==> src/length_prefixed_frame_deframer_unit_assert.svh <==
// Assertion macros shared by the deframer RTL files.
`ifndef LENGTH_PREFIXED_FRAME_DEFRAMER_UNIT_ASSERT_SVH
`define LENGTH_PREFIXED_FRAME_DEFRAMER_UNIT_ASSERT_SVH
`ifndef SYNTHESIS
// Antecedent holds in a cycle: consequent holds in the same cycle.
`define LPFD_ASSERT_SAME(label, clk, rst, ante, cons) \
   label: assert property (@(posedge clk) disable iff (rst) (ante) |-> (cons)) \
      else $error("deframer check failed");
// Antecedent holds in a cycle: consequent holds in the next cycle.
`define LPFD_ASSERT_NEXT(label, clk, rst, ante, cons) \
   label: assert property (@(posedge clk) disable iff (rst) (ante) |=> (cons)) \
      else $error("deframer check failed");
`else
`define LPFD_ASSERT_SAME(label, clk, rst, ante, cons)
`define LPFD_ASSERT_NEXT(label, clk, rst, ante, cons)
`endif
`endif

==> src/lpfd_pkg.sv <==
// Types and constants of the length-prefixed frame deframer.
`timescale 1ns / 1ps
package lpfd_pkg;

   typedef enum logic [1:0] {
      KIND_HEADER  = 2'd0,
      KIND_PAYLOAD = 2'd1,
      KIND_ERROR   = 2'd2
   } kind_type;

   localparam logic [7:0] LONG_MARK         = 8'hff;
   localparam logic [7:0] FLAG_MORE         = 8'd1;
   localparam logic [3:0] SHORT_FLAGS_COUNT = 4'd1;
   localparam logic [3:0] LONG_FLAGS_COUNT  = 4'd9;

   typedef struct packed {
      logic          valid;
      kind_type      kind;
      logic [7:0]    payload;
      logic [63:0]   length;
      logic          more;
      logic          last;
   } result_type;

endpackage

==> src/lpfd_parser.sv <==
// Frame header and payload parser: holds the parse state, decodes one byte per step.
`timescale 1ns / 1ps
`include "length_prefixed_frame_deframer_unit_assert.svh"
module lpfd_parser (
   input  logic                   clock,
   input  logic                   reset,
   input  logic                   step,
   input  logic [7:0]             stream_byte,
   output lpfd_pkg::result_type   result
);

   logic        in_payload_ff, in_payload_in;
   logic [3:0]  header_count_ff, header_count_in;
   logic        long_form_ff, long_form_in;
   logic [63:0] size_accum_ff, size_accum_in;
   logic [63:0] remaining_ff, remaining_in;

   logic        hdr_long;
   logic [3:0]  hdr_count;
   logic [63:0] hdr_accum;
   logic        do_finish;
   logic        do_first;

   always_comb begin
      result          = '0;
      result.kind     = lpfd_pkg::KIND_HEADER;
      in_payload_in   = in_payload_ff;
      header_count_in = header_count_ff;
      long_form_in    = long_form_ff;
      size_accum_in   = size_accum_ff;
      remaining_in    = remaining_ff;
      do_finish       = 1'b0;
      do_first        = 1'b0;
      // a payload state with nothing left restarts the header
      hdr_long  = in_payload_ff ? 1'b0 : long_form_ff;
      hdr_count = in_payload_ff ? 4'd0 : header_count_ff;
      hdr_accum = in_payload_ff ? 64'd0 : size_accum_ff;

      if (in_payload_ff && remaining_ff != 64'd0) begin
         result.valid   = 1'b1;
         result.kind    = lpfd_pkg::KIND_PAYLOAD;
         result.payload = stream_byte;
         result.last    = (remaining_ff == 64'd1);
         remaining_in   = remaining_ff - 64'd1;
         if (remaining_ff == 64'd1) begin
            in_payload_in   = 1'b0;
            header_count_in = 4'd0;
            long_form_in    = 1'b0;
            size_accum_in   = 64'd0;
         end
      end else if (hdr_count == 4'd0) begin
         do_first = 1'b1;
      end else if (!hdr_long) begin
         if (hdr_count == lpfd_pkg::SHORT_FLAGS_COUNT) do_finish = 1'b1;
         else do_first = 1'b1;
      end else if (hdr_count < lpfd_pkg::LONG_FLAGS_COUNT) begin
         in_payload_in   = 1'b0;
         long_form_in    = 1'b1;
         size_accum_in   = {hdr_accum[55:0], stream_byte};
         header_count_in = hdr_count + 4'd1;
         remaining_in    = 64'd0;
      end else if (hdr_count == lpfd_pkg::LONG_FLAGS_COUNT) begin
         do_finish = 1'b1;
      end else begin
         do_first = 1'b1;
      end

      if (do_first) begin
         in_payload_in   = 1'b0;
         long_form_in    = (stream_byte == lpfd_pkg::LONG_MARK);
         size_accum_in   = (stream_byte == lpfd_pkg::LONG_MARK) ? 64'd0
                                                                : {56'd0, stream_byte};
         header_count_in = 4'd1;
         remaining_in    = 64'd0;
      end

      if (do_finish) begin
         in_payload_in   = 1'b0;
         header_count_in = 4'd0;
         long_form_in    = 1'b0;
         size_accum_in   = 64'd0;
         remaining_in    = 64'd0;
         result.valid    = 1'b1;
         if (hdr_accum == 64'd0) begin
            result.kind = lpfd_pkg::KIND_ERROR;
         end else begin
            result.kind   = lpfd_pkg::KIND_HEADER;
            result.length = hdr_accum - 64'd1;
            result.more   = (stream_byte == lpfd_pkg::FLAG_MORE);
            result.last   = (hdr_accum == 64'd1);
            if (hdr_accum != 64'd1) begin
               in_payload_in = 1'b1;
               remaining_in  = hdr_accum - 64'd1;
            end
         end
      end
   end

   always_ff @(posedge clock) begin
      if (reset) begin
         in_payload_ff   <= 1'b0;
         header_count_ff <= 4'd0;
         long_form_ff    <= 1'b0;
         size_accum_ff   <= 64'd0;
         remaining_ff    <= 64'd0;
      end else if (step) begin
         in_payload_ff   <= in_payload_in;
         header_count_ff <= header_count_in;
         long_form_ff    <= long_form_in;
         size_accum_ff   <= size_accum_in;
         remaining_ff    <= remaining_in;
      end
   end

   `LPFD_ASSERT_SAME(a_payload_has_bytes, clock, reset, in_payload_ff, remaining_ff != 64'd0)
   `LPFD_ASSERT_SAME(a_count_in_range, clock, reset, !in_payload_ff,
                     header_count_ff <= lpfd_pkg::LONG_FLAGS_COUNT)
   `LPFD_ASSERT_SAME(a_short_count, clock, reset, !in_payload_ff && !long_form_ff,
                     header_count_ff <= lpfd_pkg::SHORT_FLAGS_COUNT)

endmodule

==> src/length_prefixed_frame_deframer_unit.sv <==
// Top level of the length-prefixed frame deframer.
`timescale 1ns / 1ps
`include "length_prefixed_frame_deframer_unit_assert.svh"
// Usage:
//   req_* carries the raw framed byte stream, one byte per beat.
//   rsp_* carries events: a header (payload length and more flag), each
//   payload byte with tlast on the final one, or a zero-size error.
//   Size bytes and the first byte of a long-form size produce no event.
// Path: an accepted byte waits in the input register, is decoded, then
//   loads the result register that drives rsp_*; a stall can hold it
//   in the input register while the result register is full.
// Throughput: one byte per cycle sustained while rsp_tready stays high;
//   the byte decode between the input and result registers is a single pass.
// Reset: synchronous; clears the valid flags of both registers and the
//   parse state, so the next byte is read as the first byte of a header.
// Stall: when rsp_tready is low the result register holds; the input
//   register then fills and req_tready drops until the result drains.
//   Bytes that make no event keep moving while the result waits.
module length_prefixed_frame_deframer_unit (
   input  logic        clock,
   input  logic        reset,
   input  logic        req_tvalid,
   output logic        req_tready,
   input  logic [7:0]  req_tdata,   // [7:0] stream_byte
   output logic        rsp_tvalid,
   input  logic        rsp_tready,
   output logic [79:0] rsp_tdata,   // [7:0] payload_byte, [71:8] frame_length,
                                    // [72] more_flag, [79:73] zero
   output logic [1:0]  rsp_tuser,   // [1:0] event_kind
   output logic        rsp_tlast    // last_of_frame
);

   logic                 in_valid_ff, in_valid_in;
   logic [7:0]           in_byte_ff;
   logic                 rsp_valid_ff, rsp_valid_in;
   lpfd_pkg::result_type rsp_ff;
   lpfd_pkg::result_type parse;
   logic                 out_free;
   logic                 in_moves;

   lpfd_parser u_parser (
      .clock       (clock),
      .reset       (reset),
      .step        (in_moves),
      .stream_byte (in_byte_ff),
      .result      (parse)
   );

   assign out_free   = !rsp_valid_ff || rsp_tready;
   assign in_moves   = in_valid_ff && (!parse.valid || out_free);
   assign req_tready = !in_valid_ff || in_moves;

   always_comb begin
      in_valid_in  = req_tready ? req_tvalid : in_valid_ff;
      rsp_valid_in = rsp_valid_ff && !rsp_tready;
      if (in_moves && parse.valid) rsp_valid_in = 1'b1;
   end

   always_ff @(posedge clock) begin
      if (reset) begin
         in_valid_ff  <= 1'b0;
         rsp_valid_ff <= 1'b0;
      end else begin
         in_valid_ff  <= in_valid_in;
         rsp_valid_ff <= rsp_valid_in;
      end
   end

   // payload registers: load on accept, hold otherwise
   always_ff @(posedge clock) begin
      if (req_tready && req_tvalid) in_byte_ff <= req_tdata;
      if (in_moves && parse.valid) rsp_ff <= parse;
   end

   assign rsp_tvalid = rsp_valid_ff;
   assign rsp_tdata  = {7'd0, rsp_ff.more, rsp_ff.length, rsp_ff.payload};
   assign rsp_tuser  = rsp_ff.kind;
   assign rsp_tlast  = rsp_ff.last;

   `LPFD_ASSERT_SAME(a_error_clean, clock, reset,
                     rsp_tvalid && rsp_tuser == lpfd_pkg::KIND_ERROR,
                     rsp_tdata == 80'd0 && !rsp_tlast)
   `LPFD_ASSERT_SAME(a_empty_header_last, clock, reset,
                     rsp_tvalid && rsp_tuser == lpfd_pkg::KIND_HEADER,
                     rsp_tlast == (rsp_tdata[71:8] == 64'd0))
   `LPFD_ASSERT_NEXT(a_input_held, clock, reset, in_valid_ff && !in_moves,
                     in_valid_ff && $stable(in_byte_ff))

endmodule
==> config.mk <==
export PLATFORM = sky130hd
export DESIGN_NAME = length_prefixed_frame_deframer_unit
export DESIGN_NICKNAME = d
export VERILOG_FILES = /design/src/lpfd_pkg.sv /design/src/lpfd_parser.sv /design/src/length_prefixed_frame_deframer_unit.sv
export VERILOG_INCLUDE_DIRS = /design/src /design/src/src
export SDC_FILE = /design/constraint.sdc
export NUM_CORES = 1
export LEC_CHECK = 0
export ABC_AREA = 0
export BUFFER_PORTS_ARGS = -buffer_cell sky130_fd_sc_hd__buf_2
export CORE_ASPECT_RATIO = 0.6
export CORE_MARGIN = 1.5
export CORE_UTILIZATION = 43
export CTS_CLUSTER_SIZE = 30
export DETAILED_ROUTE_END_ITERATION = 7
export SETUP_SLACK_MARGIN = 0.05
export SLEW_MARGIN = 20
export SYNTH_ARGS = -nofsm -noshare
export SYNTH_HDL_FRONTEND = slang
export SYNTH_SLANG_ARGS = --single-unit
==> constraint.sdc <==
create_clock -name clock -period 4.8 [get_ports clock]
set_input_delay 0.24 -clock clock [delete_from_list [all_inputs] [get_ports clock]]
set_output_delay 0.24 -clock clock [all_outputs]
set_load 0.02 [all_outputs]
Word level (Yosys, flattened, before mapping) --
Index checks and enable logic that the tools add are counted.
Word-level totals: flip-flop bits (word level) 220, bits of input ports 12, output and inout port bits 85, word-level logic and storage cells 107
Operators by class: add/subtract/negate cells 3, magnitude comparators 1, equality and inequality tests 9, mux-type cells 60, bitwise logic cells 1, reductions and logical operators 20
Operators with widths (number):
- 64-bit two-way mux | 16
- 64-bit by 1-bit == test with 1-bit output, second input constant | 2
- 64-bit by 1-bit subtractor with 64-bit output, second input constant | 2
- 64-bit zero test | 1
- 64-bit by 1-bit != test with 1-bit output, second input constant | 1
- 64-bit nonzero test | 1
- 1-bit two-way mux | 32
- 4-bit two-way mux | 8
- 11-bit two-way mux | 1
- 8-bit by 1-bit == test with 1-bit output, second input constant | 1
- 8-bit == test, second input constant | 1
- 8-bit two-way mux | 1
- 4-bit nonzero test | 2
- 1-bit logical AND | 5
- 5-bit AND reduction | 1
- 4-bit by 1-bit adder with 4-bit output, second input constant | 1
- 4-bit by 1-bit == test with 1-bit output, second input constant | 1
- 4-bit == test, second input constant | 1
- 1-bit zero test | 4
- 4-bit zero test | 1
- 4-bit less-than comparator, second input constant | 1
- 4-bit by 1-bit != test with 1-bit output, second input constant | 1
- 4-bit by 2-bit != test with 1-bit output, second input constant | 1
- 4-bit AND reduction | 1
- 5 further kinds | 7

Longest topological paths before layout --
depth after elaboration 13, depth in mapped cells 15, gate-level depth less buffers 11

Cells and area by module --
A second synthesis with hierarchy kept.
Unflattened totals: cells, all modules 1354, area total of the unflattened synthesis 11705.0 µm²
Modules (own cells, without submodules):
- lpfd_parser | instances 1, cells an instance 1250, area an instance 9022.4 µm², sequential area each 2682.6 µm²
- length_prefixed_frame_deframer_unit | instances 1, cells an instance 104, area an instance 2682.6 µm², sequential area each 2562.5 µm²

Worst setup path before layout --
Ideal clock, no wire load.
path type reg-to-reg, start register u_parser.remaining_ff[37], end register rsp_ff, in the netlist rsp_tdata[0], enable pin, library setup time 0.430 ns, arrival time 4.032 ns, data required time 4.370 ns, path slack 0.338 ns, cell stages (with the launch flop) 10, buffers on the path 3, period minus slack after synthesis 4.462 ns, cells stage by stage dfxtp_1 -> or4_4 -> or4_1 -> buf_2 -> nor4_4 -> a41o_1 -> buf_2 -> clkbuf_1 -> o21ai_0 -> inv_1
On the way: longest elaborated chain between the ends 8, elaborated cells on any way between the ends 9, those cells by class mux (3); reduce/logical (6)
RTL lines:
- start: declaration | RTL line lpfd_parser.sv:16 | logic [63:0] remaining_ff, remaining_in;
- start signal: assignment | RTL line lpfd_parser.sv:111 | remaining_ff <= remaining_in;
- 64-bit nonzero test (*) | RTL line lpfd_parser.sv:39 | if (in_payload_ff && remaining_ff != 64'd0) begin
- 1-bit logical AND (*) | RTL line lpfd_parser.sv:39
- 11-bit two-way mux or 1-bit two-way mux (tied branches) | RTL line lpfd_parser.sv:39
- 3-bit two-way mux (*) | RTL line lpfd_parser.sv:77 | if (do_finish) begin
- 1-bit zero test | RTL line length_prefixed_frame_deframer_unit.sv:50 | assign in_moves = in_valid_ff && (!parse.valid || out_free);
- 1-bit logical OR | RTL line length_prefixed_frame_deframer_unit.sv:50
- 1-bit logical AND | RTL line length_prefixed_frame_deframer_unit.sv:50
- 1-bit logical AND (*) | RTL line length_prefixed_frame_deframer_unit.sv:72 | if (in_moves && parse.valid) rsp_ff <= parse;
- end signal: assignment | RTL line length_prefixed_frame_deframer_unit.sv:72
- end: declaration | RTL line length_prefixed_frame_deframer_unit.sv:36 | lpfd_pkg::result_type rsp_ff;
Mark *: on every way between the ends. The rest lies on a longest branch, timed or not. A chain may end at the register's enable or synchronous reset.

Worst setup path in the final report --
start register u_parser.remaining_ff[37], end register u_parser.remaining_ff[60]
On the way: longest elaborated chain between the ends 8, elaborated cells on any way between the ends 17, those cells by class add/sub (1); eq/ne (1); mux (7); reduce/logical (8)
RTL lines:
- branches (longest 8 deep; another with 64-bit by 1-bit subtractor with 64-bit output)
Several ways; the timed one is not identified.

==> results.sh <==
export IMPL_finish_instance_area_sq_um=13000
export IMPL_dr_pass1_iters=6
export IMPL_synth_common_cells="nor2_1, nand2_1, dfxtp_1"
export IMPL_synth_area_leaders="dfxtp_1, edfxtp_1, a21oi_1"
export IMPL_seq_area_frac_synth_pct=45.9
export IMPL_cts_inserted_buffers=22
export IMPL_hpwl_um=25200
export IMPL_dieArea_sq_um=27600
export IMPL_groute_usage_overall_pct=26.7
export IMPL_syn_area_per_cell_sq_um=8.30
export IMPL_boundaryPins=97
export IMPL_drc_errors=0
export IMPL_grt_pass1_vias=9754
export IMPL_hp_class="in -> reg"
export IMPL_ant_nets=0
export IMPL_netlist_top_cell_by_area="dfxtp_1"
export IMPL_synth_area_sq_um=11400
export IMPL_arrival_ns=4.36
export IMPL_cts_num_sinks=220
export IMPL_gp_congestion=0.952
export IMPL_leakagePower_nw=4.82
export IMPL_drive_gt1_share_pct=12.0
export IMPL_wl_per_cell_um=20.6
export IMPL_die_h_um=129
export IMPL_slew_viol_final=0
export IMPL_setup_viol=0
export IMPL_synth_edff_count=84
export IMPL_die_w_um=213
export IMPL_clk_pin_slew_ns=0.07
export IMPL_grt_start_max_net_pins=78
export IMPL_start_util_pct=44.5
export IMPL_via_per_inst=6.13
export IMPL_cts_tree="yes"
export IMPL_clock_path_buffers=3
export IMPL_clk_latency_ns=0.53
export IMPL_hold_viol=0
export IMPL_yosysTopAreaCellShare_pct=23.8
export IMPL_placed_cell_area_sq_um=12100
export IMPL_worst_clock_skew_ns=0.00932
export IMPL_grt_pass1_wl_um=57400
export IMPL_startpoint_type="register"
export IMPL_fin_setup_tns_ns=0
export IMPL_max_cap_viol_count=0
export IMPL_cp_max_fo=25
export IMPL_status="completed"
export IMPL_powerDensity_nw_per_um2=855
export IMPL_synthDistinctLibCells=70
export IMPL_ys_ff_latch=220
export IMPL_n_antenna_cell=0
export IMPL_yosysMostFrequentCell="nor2_1"
export IMPL_cts_resized=0
export IMPL_fill_cells=2471
export IMPL_vias=11000
export IMPL_clock_fmax_ghz=0.255
export IMPL_ir_drop_uv=521
export IMPL_period_minus_slack_ns=3.92
export IMPL_synth_main_ff_cell="dfxtp_1"
export IMPL_synth_cells=1377
export IMPL_core_area_sq_um=25700
export IMPL_antenna_found_initial=0
export IMPL_finalCritPeriodShare_pct=81.6
export IMPL_cp_data_required_time_ns=5.24
export IMPL_rsz0062_at_grt="false"
export IMPL_grt_overflow=0
export IMPL_wl_um=36800
export IMPL_tightest_slew_ns=1.09
export IMPL_cts_root_buf="clkbuf_16"
export IMPL_port_buffers=89
export IMPL_ys_warn_count=0
export IMPL_syn2layout_area_growth_pct=13.4
export IMPL_rows=45
export IMPL_worst_setup_path_end_kind="register"
export IMPL_cts_htree_levels=1
export IMPL_fin_nets=1441
export IMPL_critPathKind="reg -> reg"
export IMPL_post_cts_buffers=0
export IMPL_ys_async_sr_fraction_pct=0
export IMPL_drt_initial_drc_count=1366
export IMPL_cts_hold_buffers_added=9
export IMPL_max_slew_margin_pct=27.1
-- stage by stage --
| stage | cells | hold WS (ns) | total power, mW | worst slack, ns | utilization (%) |
|---|---|---|---|---|---|
| 3_5_place_dp | 1741 | 0.420 | 9.04 | 1.04 | 47.2 |
| 4_1_cts | 1790 | 0.0336 | 10.9 | 1.02 | 50.5 |
| 2_1_floorplan | 1383 | 0.339 | 7.19 | 0.338 | - |
| 6_report | 1790 | 0.0510 | 11.1 | 0.885 | 50.5 |
| 5_1_grt | 1790 | 0.0660 | 11.8 | 0.702 | 50.5 |
| 3_3_place_gp | 1741 | 0.418 | 9.07 | 1.17 | 47.2 |
-- critical path, stage by stage (launching register included) --
cell	delay, ns
dfxtp_1	0.36
or4_4	0.57
or4_1	0.61
nor4_4	0.52
a41oi_2	0.32
buf_4	0.32
nor2_2	0.34
nand2_1	0.45
o31ai_1	0.34
-- kinds of logic (layout without fill, tap and decap cells) --
family / Yosys count / after routing / share of synthesized area, %
simple gates: 624 / 624 / 26.9
flops: 220 / 220 / 45.9
compound gates: 359 / 359 / 18.8
buf+inv: 126 / 181 / 4.51
xor+xnor: 39 / 39 / 2.99
fa+ha+maj: 7 / 7 / 0.767
mux: 1 / 1 / 0.0986
other cells: 1 / 7 / 0.0328
-- state kept, by name, indices dropped and copies added (netlist names), 2 cells and up --
name                      flops
rsp_tdata                    73
rsp_tuser                     2
u_parser.size_accum_ff       64
u_parser.remaining_ff        64
in_byte_ff                    8
u_parser.header_count_ff      4
-- layer usage --
metal / up-vias / routed length, um / global-route usage [%]
met5: - / 0 / 0
met2: 548 / 15000 / 36.7
met1: 5242 / 17700 / 41.4
met3: 68 / 3130 / 4.90
li1: 5120 / - / -
met4: 0 / 1070 / 8.91
-- cell type report --
type / count / area [sq um] / share of cell area, %
multi-input cells: 1037 / 5710 / 44.1
clock inverters: 14 / 153 / 1.18
well taps: 352 / 440 / 3.40
repair buffers: 124 / 746 / 5.76
inverters: 17 / 65.1 / 0.502
flip-flops and latches: 220 / 5250 / 40.5
clock buffers: 26 / 597 / 4.61
-- worst paths after layout --
check        slack [ns]                      start                   endpoint  depth (start not counted)
max                0.88  u_parser.remaining_ff[37]  u_parser.remaining_ff[60]                          8
min                0.05                 rsp_tready                 rsp_tvalid                          3
max reg2reg        0.88  u_parser.remaining_ff[37]  u_parser.remaining_ff[60]                          8
min reg2reg        0.46  u_parser.remaining_ff[31]  u_parser.remaining_ff[31]                          2
-- power breakdown --
part,total (mW),internal (mW),leakage [nW],switching [mW]
Combinational,6.63,1.89,2.57,4.74
Sequential,2.63,2.37,1.89,0.262
Clock,1.82,1.05,0.360,0.766
-- cells in the final DEF (no fill, tap or decap), types with 23 or more instances in the layout --
cell type,n
nand2_1,140
a21oi_1,132
o21ai_0,93
clkbuf_16,23
nor3_1,61
edfxtp_1,84
buf_4,26
nor4_1,39
dfxtp_1,135
nand3_1,86
nor2_1,165
buf_2,88
Note: power is estimated with default switching activity, not from simulation.
